### src/rtl/core/sfn_pkg.sv
`timescale 1ns / 1ps

package sfn_pkg;

  // default field sizes of the short name
  localparam int BASE_LEN_DEF = 8;
  localparam int EXT_LEN_DEF  = 3;

  // entries in the queue between the classifier and the name builder
  localparam int QUEUE_DEPTH = 2;

  // character codes
  localparam logic [7:0] SPACE_CHAR = 8'h20;
  localparam logic [7:0] DOT_CHAR   = 8'h2E;
  localparam logic [7:0] LOWER_A    = 8'h61;
  localparam logic [7:0] LOWER_Z    = 8'h7A;
  localparam logic [7:0] UPPER_A    = 8'h41;
  localparam logic [7:0] NUL_CHAR   = 8'h00;

  // width of the position field of a result
  localparam int POS_W = 4;

  // operation kinds handed from the classifier to the name builder
  typedef enum logic [1:0] {
    OP_CHAR = 2'd0,
    OP_DOT  = 2'd1,
    OP_END  = 2'd2
  } op_e;

  typedef struct packed {
    op_e        kind;
    logic [7:0] ch;
  } op_t;

  // builder states
  typedef enum logic [1:0] {
    ST_COLLECT = 2'b01,
    ST_EMIT    = 2'b10
  } state_e;

  // lower-case letters to upper case, everything else unchanged
  function automatic logic [7:0] to_upper(input logic [7:0] c);
    logic [7:0] r;
    r = c;
    if ((c >= LOWER_A) && (c <= LOWER_Z)) begin
      r = c - LOWER_A + UPPER_A;
    end
    return r;
  endfunction

endpackage

### src/rtl/core/sfn_stream_ifs.sv
`timescale 1ns / 1ps

// name byte channel
interface sfn_char_if;
  logic       valid;
  logic       ready;
  logic [7:0] char_byte;

  modport source (output valid, output char_byte, input ready);
  modport sink (input valid, input char_byte, output ready);
endinterface

// short name byte channel
interface sfn_name_if;
  logic                        valid;
  logic                        ready;
  logic [sfn_pkg::POS_W-1:0]   position;
  logic [7:0]                  out_byte;
  logic                        last_byte;

  modport source (output valid, output position, output out_byte, output last_byte,
                  input ready);
  modport sink (input valid, input position, input out_byte, input last_byte,
                output ready);
endinterface

### src/rtl/core/sfn_front.sv
`timescale 1ns / 1ps

module sfn_front (
  input  logic [7:0]   char_byte_i,
  output sfn_pkg::op_t op_o
);

  // classify the byte and fold lower case to upper case
  always_comb begin
    op_o.ch   = sfn_pkg::to_upper(char_byte_i);
    op_o.kind = sfn_pkg::OP_CHAR;
    if (char_byte_i == sfn_pkg::NUL_CHAR) begin
      op_o.kind = sfn_pkg::OP_END;
    end else if (char_byte_i == sfn_pkg::DOT_CHAR) begin
      op_o.kind = sfn_pkg::OP_DOT;
    end
  end

endmodule

### src/rtl/core/sfn_queue.sv
`timescale 1ns / 1ps

module sfn_queue (
  input  logic         clk_i,
  input  logic         rst_ni,
  input  logic         push_i,
  input  sfn_pkg::op_t push_op_i,
  output logic         full_o,
  input  logic         pop_i,
  output logic         valid_o,
  output sfn_pkg::op_t pop_op_o
);

  localparam int Depth = sfn_pkg::QUEUE_DEPTH;
  localparam int PtrW  = (Depth > 1) ? $clog2(Depth) : 1;
  localparam int CntW  = $clog2(Depth + 1);

  sfn_pkg::op_t    entry_q [Depth];
  logic [PtrW-1:0] wr_ptr_q, wr_ptr_d;
  logic [PtrW-1:0] rd_ptr_q, rd_ptr_d;
  logic [CntW-1:0] count_q, count_d;
  logic            do_push, do_pop;

  assign full_o   = (count_q == CntW'(Depth));
  assign valid_o  = (count_q != '0);
  assign pop_op_o = entry_q[rd_ptr_q];
  assign do_push  = push_i && !full_o;
  assign do_pop   = pop_i && valid_o;

  // pointer and fill bookkeeping
  always_comb begin
    wr_ptr_d = wr_ptr_q;
    rd_ptr_d = rd_ptr_q;
    count_d  = count_q;
    if (do_push) begin
      wr_ptr_d = (wr_ptr_q == PtrW'(Depth - 1)) ? '0 : wr_ptr_q + 1'b1;
    end
    if (do_pop) begin
      rd_ptr_d = (rd_ptr_q == PtrW'(Depth - 1)) ? '0 : rd_ptr_q + 1'b1;
    end
    if (do_push && !do_pop) begin
      count_d = count_q + 1'b1;
    end else if (do_pop && !do_push) begin
      count_d = count_q - 1'b1;
    end
  end

  always_ff @(posedge clk_i or negedge rst_ni) begin
    if (!rst_ni) begin
      wr_ptr_q <= '0;
      rd_ptr_q <= '0;
      count_q  <= '0;
    end else begin
      wr_ptr_q <= wr_ptr_d;
      rd_ptr_q <= rd_ptr_d;
      count_q  <= count_d;
    end
  end

  // entry storage
  always_ff @(posedge clk_i) begin
    if (do_push) begin
      entry_q[wr_ptr_q] <= push_op_i;
    end
  end

endmodule

### src/rtl/core/sfn_back.sv
`timescale 1ns / 1ps

module sfn_back #(
  parameter int BASE_LEN = sfn_pkg::BASE_LEN_DEF,
  parameter int EXT_LEN  = sfn_pkg::EXT_LEN_DEF
) (
  input  logic                      clk_i,
  input  logic                      rst_ni,
  input  logic                      op_valid_i,
  input  sfn_pkg::op_t              op_i,
  output logic                      op_pop_o,
  output logic                      out_valid_o,
  input  logic                      out_ready_i,
  output logic [sfn_pkg::POS_W-1:0] position_o,
  output logic [7:0]                out_byte_o,
  output logic                      last_byte_o
);

  localparam int Total = BASE_LEN + EXT_LEN;
  localparam int IdxW  = $clog2(Total);
  localparam int BiW   = (BASE_LEN > 1) ? $clog2(BASE_LEN) : 1;
  localparam int EiW   = (EXT_LEN > 1) ? $clog2(EXT_LEN) : 1;
  localparam int BcW   = $clog2(BASE_LEN + 1);
  localparam int EcW   = $clog2(EXT_LEN + 1);

  logic [7:0]     base_store_q [BASE_LEN];
  logic [7:0]     ext_store_q  [EXT_LEN];
  logic [BcW-1:0] base_count_q, base_count_d;
  logic [EcW-1:0] ext_count_q, ext_count_d;
  logic           base_closed_q, base_closed_d;
  logic [IdxW-1:0] idx_q, idx_d;
  sfn_pkg::state_e state_q, state_d;

  logic           out_valid_q, out_valid_d;
  logic [sfn_pkg::POS_W-1:0] position_q;
  logic [7:0]     out_byte_q;
  logic           last_byte_q;

  logic           out_free;
  logic           load_out;
  logic [IdxW-1:0] sel_idx;
  logic [IdxW+sfn_pkg::POS_W-1:0] pos_wide;
  logic [IdxW-1:0] ext_off;
  logic [7:0]     sel_byte;
  logic           sel_last;
  logic           base_wr, ext_wr;

  assign out_free = !out_valid_q || out_ready_i;

  // byte of the short name at the selected index, space where nothing was kept
  always_comb begin
    ext_off  = sel_idx - IdxW'(BASE_LEN);
    sel_byte = sfn_pkg::SPACE_CHAR;
    if (32'(sel_idx) < BASE_LEN) begin
      if (32'(sel_idx) < 32'(base_count_q)) begin
        sel_byte = base_store_q[sel_idx[BiW-1:0]];
      end
    end else if (32'(ext_off) < 32'(ext_count_q)) begin
      sel_byte = ext_store_q[ext_off[EiW-1:0]];
    end
    sel_last = (sel_idx == IdxW'(Total - 1));
    pos_wide = {{sfn_pkg::POS_W{1'b0}}, sel_idx};
  end

  // collect and emit control
  always_comb begin
    state_d       = state_q;
    idx_d         = idx_q;
    base_count_d  = base_count_q;
    ext_count_d   = ext_count_q;
    base_closed_d = base_closed_q;
    op_pop_o      = 1'b0;
    load_out      = 1'b0;
    sel_idx       = idx_q;
    base_wr       = 1'b0;
    ext_wr        = 1'b0;
    case (state_q)
      sfn_pkg::ST_COLLECT: begin
        sel_idx = '0;
        if (op_valid_i) begin
          case (op_i.kind)
            sfn_pkg::OP_END: begin
              if (out_free) begin
                op_pop_o = 1'b1;
                load_out = 1'b1;
                idx_d    = IdxW'(1);
                state_d  = sfn_pkg::ST_EMIT;
              end
            end
            sfn_pkg::OP_DOT: begin
              op_pop_o      = 1'b1;
              base_closed_d = 1'b1;
              ext_count_d   = '0;
            end
            sfn_pkg::OP_CHAR: begin
              op_pop_o = 1'b1;
              if (!base_closed_q) begin
                if (32'(base_count_q) < BASE_LEN) begin
                  base_wr      = 1'b1;
                  base_count_d = base_count_q + 1'b1;
                end
              end else if (32'(ext_count_q) < EXT_LEN) begin
                ext_wr      = 1'b1;
                ext_count_d = ext_count_q + 1'b1;
              end
            end
            default: begin
              op_pop_o = 1'b1;
            end
          endcase
        end
      end
      sfn_pkg::ST_EMIT: begin
        if (out_free) begin
          load_out = 1'b1;
          if (sel_last) begin
            // name done, back to the empty state
            idx_d         = '0;
            base_count_d  = '0;
            ext_count_d   = '0;
            base_closed_d = 1'b0;
            state_d       = sfn_pkg::ST_COLLECT;
          end else begin
            idx_d = idx_q + 1'b1;
          end
        end
      end
      default: begin
        state_d = sfn_pkg::ST_COLLECT;
      end
    endcase
  end

  // output register valid
  always_comb begin
    out_valid_d = out_valid_q;
    if (load_out) begin
      out_valid_d = 1'b1;
    end else if (out_ready_i) begin
      out_valid_d = 1'b0;
    end
  end

  always_ff @(posedge clk_i or negedge rst_ni) begin
    if (!rst_ni) begin
      state_q       <= sfn_pkg::ST_COLLECT;
      idx_q         <= '0;
      base_count_q  <= '0;
      ext_count_q   <= '0;
      base_closed_q <= 1'b0;
      out_valid_q   <= 1'b0;
    end else begin
      state_q       <= state_d;
      idx_q         <= idx_d;
      base_count_q  <= base_count_d;
      ext_count_q   <= ext_count_d;
      base_closed_q <= base_closed_d;
      out_valid_q   <= out_valid_d;
    end
  end

  // character stores, read only below their fill counts
  always_ff @(posedge clk_i) begin
    if (base_wr) begin
      base_store_q[base_count_q[BiW-1:0]] <= op_i.ch;
    end
    if (ext_wr) begin
      ext_store_q[ext_count_q[EiW-1:0]] <= op_i.ch;
    end
  end

  // result payload
  always_ff @(posedge clk_i) begin
    if (load_out) begin
      position_q  <= pos_wide[sfn_pkg::POS_W-1:0];
      out_byte_q  <= sel_byte;
      last_byte_q <= sel_last;
    end
  end

  assign out_valid_o = out_valid_q;
  assign position_o  = position_q;
  assign out_byte_o  = out_byte_q;
  assign last_byte_o = last_byte_q;

endmodule

### src/rtl/core/short_name_formatter.sv
`timescale 1ns / 1ps

// Short name formatter: takes one file-name byte per request on char_i and builds an
// 8.3 style short name (base field of BASE_LEN bytes, extension of EXT_LEN bytes,
// upper-cased, space padded). Name bytes are taken one per cycle while the queue has
// room and give no result; a zero byte ends the name and the block then sends
// BASE_LEN + EXT_LEN requests on name_o, one per cycle while name_o is ready, with
// last_byte set on the final one. While a name is sent out, a two-entry queue behind
// the input keeps taking the next name's bytes, so input stalls only once it fills.

module short_name_formatter #(
  parameter int BASE_LEN = sfn_pkg::BASE_LEN_DEF,
  parameter int EXT_LEN  = sfn_pkg::EXT_LEN_DEF
) (
  input  logic       clk_i,
  input  logic       rst_ni,
  sfn_char_if.sink   char_i,
  sfn_name_if.source name_o
);

  sfn_pkg::op_t cls_op;
  sfn_pkg::op_t q_op;
  logic         q_full;
  logic         q_valid;
  logic         q_pop;

  // classify incoming bytes
  sfn_front u_front (
    .char_byte_i (char_i.char_byte),
    .op_o        (cls_op)
  );

  assign char_i.ready = !q_full;

  // decoupling queue
  sfn_queue u_queue (
    .clk_i     (clk_i),
    .rst_ni    (rst_ni),
    .push_i    (char_i.valid),
    .push_op_i (cls_op),
    .full_o    (q_full),
    .pop_i     (q_pop),
    .valid_o   (q_valid),
    .pop_op_o  (q_op)
  );

  // name builder and output
  sfn_back #(
    .BASE_LEN (BASE_LEN),
    .EXT_LEN  (EXT_LEN)
  ) u_back (
    .clk_i       (clk_i),
    .rst_ni      (rst_ni),
    .op_valid_i  (q_valid),
    .op_i        (q_op),
    .op_pop_o    (q_pop),
    .out_valid_o (name_o.valid),
    .out_ready_i (name_o.ready),
    .position_o  (name_o.position),
    .out_byte_o  (name_o.out_byte),
    .last_byte_o (name_o.last_byte)
  );

endmodule

### src/flat_wrapper.sv
// flat-port wrapper written by rule: the top's interface ports become plain ports
module short_name_formatter_flat 
#(
  parameter int BASE_LEN = sfn_pkg::BASE_LEN_DEF,
  parameter int EXT_LEN  = sfn_pkg::EXT_LEN_DEF
)
  (clk_i, rst_ni, char_i_valid, char_i_char_byte, char_i_ready, name_o_valid, name_o_position, name_o_out_byte, name_o_last_byte, name_o_ready);
  sfn_char_if char_i_i ();
  sfn_name_if name_o_i ();
  input  logic clk_i;
  input  logic rst_ni;
  input wire logic [$bits(char_i_i.valid)-1:0] char_i_valid;
  input wire logic [$bits(char_i_i.char_byte)-1:0] char_i_char_byte;
  output wire logic [$bits(char_i_i.ready)-1:0] char_i_ready;
  output wire logic [$bits(name_o_i.valid)-1:0] name_o_valid;
  output wire logic [$bits(name_o_i.position)-1:0] name_o_position;
  output wire logic [$bits(name_o_i.out_byte)-1:0] name_o_out_byte;
  output wire logic [$bits(name_o_i.last_byte)-1:0] name_o_last_byte;
  input wire logic [$bits(name_o_i.ready)-1:0] name_o_ready;
  assign char_i_i.valid = char_i_valid;
  assign char_i_i.char_byte = char_i_char_byte;
  assign char_i_ready = char_i_i.ready;
  assign name_o_valid = name_o_i.valid;
  assign name_o_position = name_o_i.position;
  assign name_o_out_byte = name_o_i.out_byte;
  assign name_o_last_byte = name_o_i.last_byte;
  assign name_o_i.ready = name_o_ready;
  short_name_formatter #(.BASE_LEN(BASE_LEN), .EXT_LEN(EXT_LEN)) u_core (.clk_i(clk_i), .rst_ni(rst_ni), .char_i(char_i_i), .name_o(name_o_i));
endmodule
### config.mk
export PLATFORM = sky130hd
export DESIGN_NAME = short_name_formatter_flat
export DESIGN_NICKNAME = d
export VERILOG_FILES = /design/src/rtl/core/sfn_pkg.sv /design/src/rtl/core/sfn_stream_ifs.sv /design/src/rtl/core/sfn_front.sv /design/src/rtl/core/sfn_queue.sv /design/src/rtl/core/sfn_back.sv /design/src/rtl/core/short_name_formatter.sv /design/src/flat_wrapper.sv
export SDC_FILE = /design/constraint.sdc
export NUM_CORES = 1
export LEC_CHECK = 0
export BUFFER_PORTS_ARGS = -buffer_cell sky130_fd_sc_hd__clkbuf_2
export CORE_AREA = 2 2 142 89
export CTS_BUF_LIST = sky130_fd_sc_hd__clkbuf_8 sky130_fd_sc_hd__clkbuf_16
export DETAILED_ROUTE_END_ITERATION = 8
export DIE_AREA = 0 0 144 91
export PLACE_DENSITY = 0.67
export SETUP_SLACK_MARGIN = 0.5
export SLEW_MARGIN = 25
export SYNTH_ARGS = -nofsm -noshare
export SYNTH_HDL_FRONTEND = slang
export SYNTH_SLANG_ARGS = --single-unit
### constraint.sdc
create_clock -name clk_i -period 4.6 [get_ports clk_i]
set_input_delay 0.23 -clock clk_i [delete_from_list [all_inputs] [get_ports clk_i]]
set_output_delay 0.23 -clock clk_i [all_outputs]
set_load 0.05 [all_outputs]
==> results by stage <==
Drt:
- The count of nets left with antenna violations once routing finished came out at 0.
- After detailed routing, the number of remaining DRC violations is 0.
- The first TritonRoute pass finished after 5 iterations.
- The wire length after detailed routing is 11500 um.
- The average wire per standard cell is 19.0 um.
- The ratio of routed vias to standard cells is 5.51.
- The via count is 3342.
- The iteration-0 DRC count of the detailed router is 229.

STA:
- Setup violations remaining at the end of the flow were counted as 0.
- The number of pins exceeding their max-slew limit in the final report is 0.
- Setup repair after global routing left no endpoint under its margin.
- The final hold violation count is 0.
- The transition time at the pin with the least slew margin is 0.889 ns.
- After layout, the worst path uses 69.5% of the clock period.
- The remaining max-slew budget at the tightest pin is 40.5%.
- The sum of negative setup slack is 0 ns.
- The shortest clock period the worst path allows after layout is 3.19 ns.
- The clock tree skew after final layout is 0.00722 ns.
- The final worst slack is 1.41 ns.
- Based on the critical path, the design can be clocked at up to 313 MHz.

Synthesis:
- The fraction of registers with async set/reset is 12.9%.
- Synthesis handed over a netlist of 392 instances.
- By area the synthesized netlist is led by edfxtp_1 62%, dfrtp_1 7.2%, mux4_2 5.3%.
- The mux share of post-synthesis cell area is 9.09%.
- The portion of the post-synthesis area used by sequential elements is 69.2%.
- Counting flops and latches in the post-synthesis netlist gives 139.
- The synthesized netlist devotes 6.53% of its cell area to compound gates.
- The number of different library cells used by synthesis comes to 58.
- The xor/xnor share of the synthesized area is 1.04%.
- The post-synthesis simple-gate area fraction is 9.16%.
- Among all flip-flop cells after synthesis, the most frequent one is edfxtp_1.
- The average instance in the mapped netlist occupies 15.1 um^2.
- The number of warnings issued by yosys is 0.
- The area share of fa/ha/maj cells after synthesis is 2.76%.
- The dominant combinational cell family by area after synthesis is simple AND/OR/NAND/NOR gates.
- Of all cell types, the one taking the most synthesized area is edfxtp_1.
- The synthesized net count is 417.
- The number of flops mapped to enable cells by yosys is 121.
- The synthesized design devotes to its leading area cell type 61.6% of total area.
- The netlist area before placement is 5900 um^2.

Cells and area:
- The filler cells instantiated in the layout total 904.
- Of the cells placed in the final design, the portion with a size suffix greater than 1 is 21.9%.
- The final core area utilization is 58.4%.
- At the end of the flow, the number of nets in the layout was 454.
- The area taken by flip-flops and latches is 4090 um^2.
- 0 antenna diodes ended up in the layout.
- In the layout the commonest cells are 121 x edfxtp_1, 41 x nand2_1, 26 x clkbuf_2.
- The area growth from synthesis to layout is 16.3%.
- The leading cell type in the layout, fill and taps excluded is edfxtp_1.
- The multi-input combinational cells in the finished layout cover a total of 1690 um^2.

Clock network:
- The clock sink count is 139.
- Clock tree synthesis inserted a total of 17 buffers.
- The post-cts sizing count is 0.
- The H-tree was split into 4 levels.
- The clock-pin slew on the worst setup and hold paths is 0.06 ns.
- Clock latency on the worst-skew pair, taken at its later pin, is 0.42 ns.
- The clock passes through at most 2 buffers.
- The clock tree from TritonCTS is done.
- Buffers inserted to repair hold after CTS numbered 1.
- The root buffer cell is clkbuf_16.
- The post-CTS repair timing setup buffer count is 0.

Setup path:
- The data arrival time of the worst path is 3.36 ns.
- The startpoint of the most critical register-to-register path is u_core.u_back.state_q[0]$_DFFE_PN1P_.
- Setup slack on the worst reg-to-reg path comes out at 1.41 ns.
- The class of the most critical setup path is reg2reg.
- STA classifies the critical path startpoint as a flip-flop.
- For the worst setup path, the data required time is 4.77 ns.
- STA classifies the critical path endpoint as a flip-flop.
- The maximum fanout along the worst path is 26.
- The endpoint identified for the worst register-to-register timing path is u_core.u_back.out_byte_o[5]$_DFFE_PP_.
- Counting cells, the worst reg-to-reg path comes to 8.

Place:
- The pre-CTS worst setup slack is 1.44 ns.
- The number of input and output port buffers inserted is 26.
- At the end of routability-driven placement, the weighted congestion stood at 0.843.
- Summed over all nets, the half-perimeter wirelength after detailed placement is 7710 um.

Die:
- The effective utilization at floorplan is 50.2%.
- In this run the standard cell core region covers 11800 um^2.
- The floorplan has 31 rows.
- The top-level I/O count is 27.
- The die height is 91 um.
- The die area is 13100 um^2.
- The die extent in x is 144 um.

Pwr:
- The worst voltage drop across the vdd grid is 0.324 mV.
- The standby leakage power is 2.51 nW.
- The total power per unit cell area is 682 nW/um^2.
- After layout, the design draws a total of 4.68 mW.

Run:
- The tool flagged a number of max-cap violations equal to 0.

Min path:
- The worst min-delay path endpoint is u_core.u_queue.entry_q[1][0]$_DFFE_PP_.
- Along the worst hold path, the cell count comes to 1.
- The worst hold path class is in2reg.
- The worst hold path begins at char_i_char_byte[0].

Global routing:
- The via count of the first global-routing pass came to 3255.
- The wire length of the first global-routing pass is 18300 um.
- Global routing used 19.3% of the available tracks across all layers.
- The final global-route overflow total is 0.
- Entering global routing, the biggest net connects 27 pins.
- The number of antenna violations at the first check in global routing is 0.

Status:
- The flow ran to the end, and the final reports show no timing, DRC or antenna violations.
==> critical path: stages, from the launching register on <==
cell and delay (ns):
dfstp_2 0.54, ha_1 0.31, nand2b_4 0.26, inv_1 0.36, ha_1 0.42, a21boi_0 0.13
o221a_2 0.27, a311o_1 0.45, o22a_1 0.21
==> registers in the layout, indices dropped and copies added (netlist names) <==
register                     count
u_core.u_back.ext_store_q       24
u_core.u_back.out_byte_o         8
u_core.u_back.out_valid_o        1
u_core.u_back.position_o         4
u_core.u_back.base_count_q       4
u_core.u_back.base_store_q      64
u_core.u_back.ext_count_q        2
u_core.u_back.base_closed_q      1
u_core.u_queue.wr_ptr_q          1
u_core.u_back.last_byte_o        1
u_core.u_back.idx_q              4
u_core.u_queue.rd_ptr_q          1
u_core.u_back.state_q            2
u_core.u_queue.count_q           2
u_core.u_queue.entry_q          20
==> metal layers <==
metal	vias to the layer above	wire (um)	global-route usage [%]
li1	1556	-	-
met1	1664	5890	31.2
met2	107	4750	25.2
met3	15	691	4.43
met4	0	170	7.19
met5	-	0	0
==> worst max path at each step <==
stage | start | to | slack, ns | cells after the start
floorplan | u_core.u_back.state_q[1]$_DFFE_PN0P_ | u_core.u_back.out_byte_o[5]$_DFFE_PP_ | 1.88 | 11
global placement | u_core.u_back.state_q[1]$_DFFE_PN0P_ | u_core.u_back.out_byte_o[5]$_DFFE_PP_ | 1.54 | 9
detailed placement | u_core.u_back.state_q[1]$_DFFE_PN0P_ | u_core.u_back.out_byte_o[5]$_DFFE_PP_ | 1.44 | 9
CTS | u_core.u_back.state_q[1]$_DFFE_PN0P_ | u_core.u_back.out_byte_o[5]$_DFFE_PP_ | 1.42 | 9
global route | u_core.u_back.state_q[0]$_DFFE_PN1P_ | u_core.u_back.out_byte_o[5]$_DFFE_PP_ | 1.26 | 8
finish | u_core.u_back.state_q[0]$_DFFE_PN1P_ | u_core.u_back.out_byte_o[5]$_DFFE_PP_ | 1.41 | 8
==> layout make-up <==
cell class	count	share of cell area (%)
Multi-Input combinational cell	222	24.6
Tap cell	165	3.01
Inverter	18	0.984
Timing Repair Buffer	31	2.48
Clock inverter	15	3.23
Clock buffer	17	6.20
Sequential cell	139	59.5
==> power breakdown <==
part,internal (mW),switching (mW),total (mW)
Sequential,1.67,0.113,1.79
Clock,0.963,0.526,1.49
Combinational,0.502,0.904,1.41
==> kinds of logic after synthesis <==
logic type | count (synthesis)
flops | 139
simple gates | 109
compound gates | 59
mux | 34
buf+inv | 31
fa+ha+maj | 13
xor+xnor | 7
==> Yosys cell counts, drive strengths merged, types with 7 or more instances <==
master,n
mux4,14
nor3,10
a21oi,22
o21ai,9
inv,18
mux2,14
o22ai,7
clkbuf,8
nand2,41
edfxtp,121
and2,11
nand2b,9
ha,13
nor2,18
dfrtp,17
==> per-stage QoR <==
step           instance area [um^2]  hold WS (ns)  std cells
6_report                       6870        0.0488        607
5_1_grt                        6870        0.0454        607
4_1_cts                        6870        0.0382        607
3_5_place_dp                   6210         0.204        574
3_3_place_gp                   6210         0.206        574
2_1_floorplan                  5900       -0.0656        392
No activity file was read; power rests on OpenSTA's default activity.
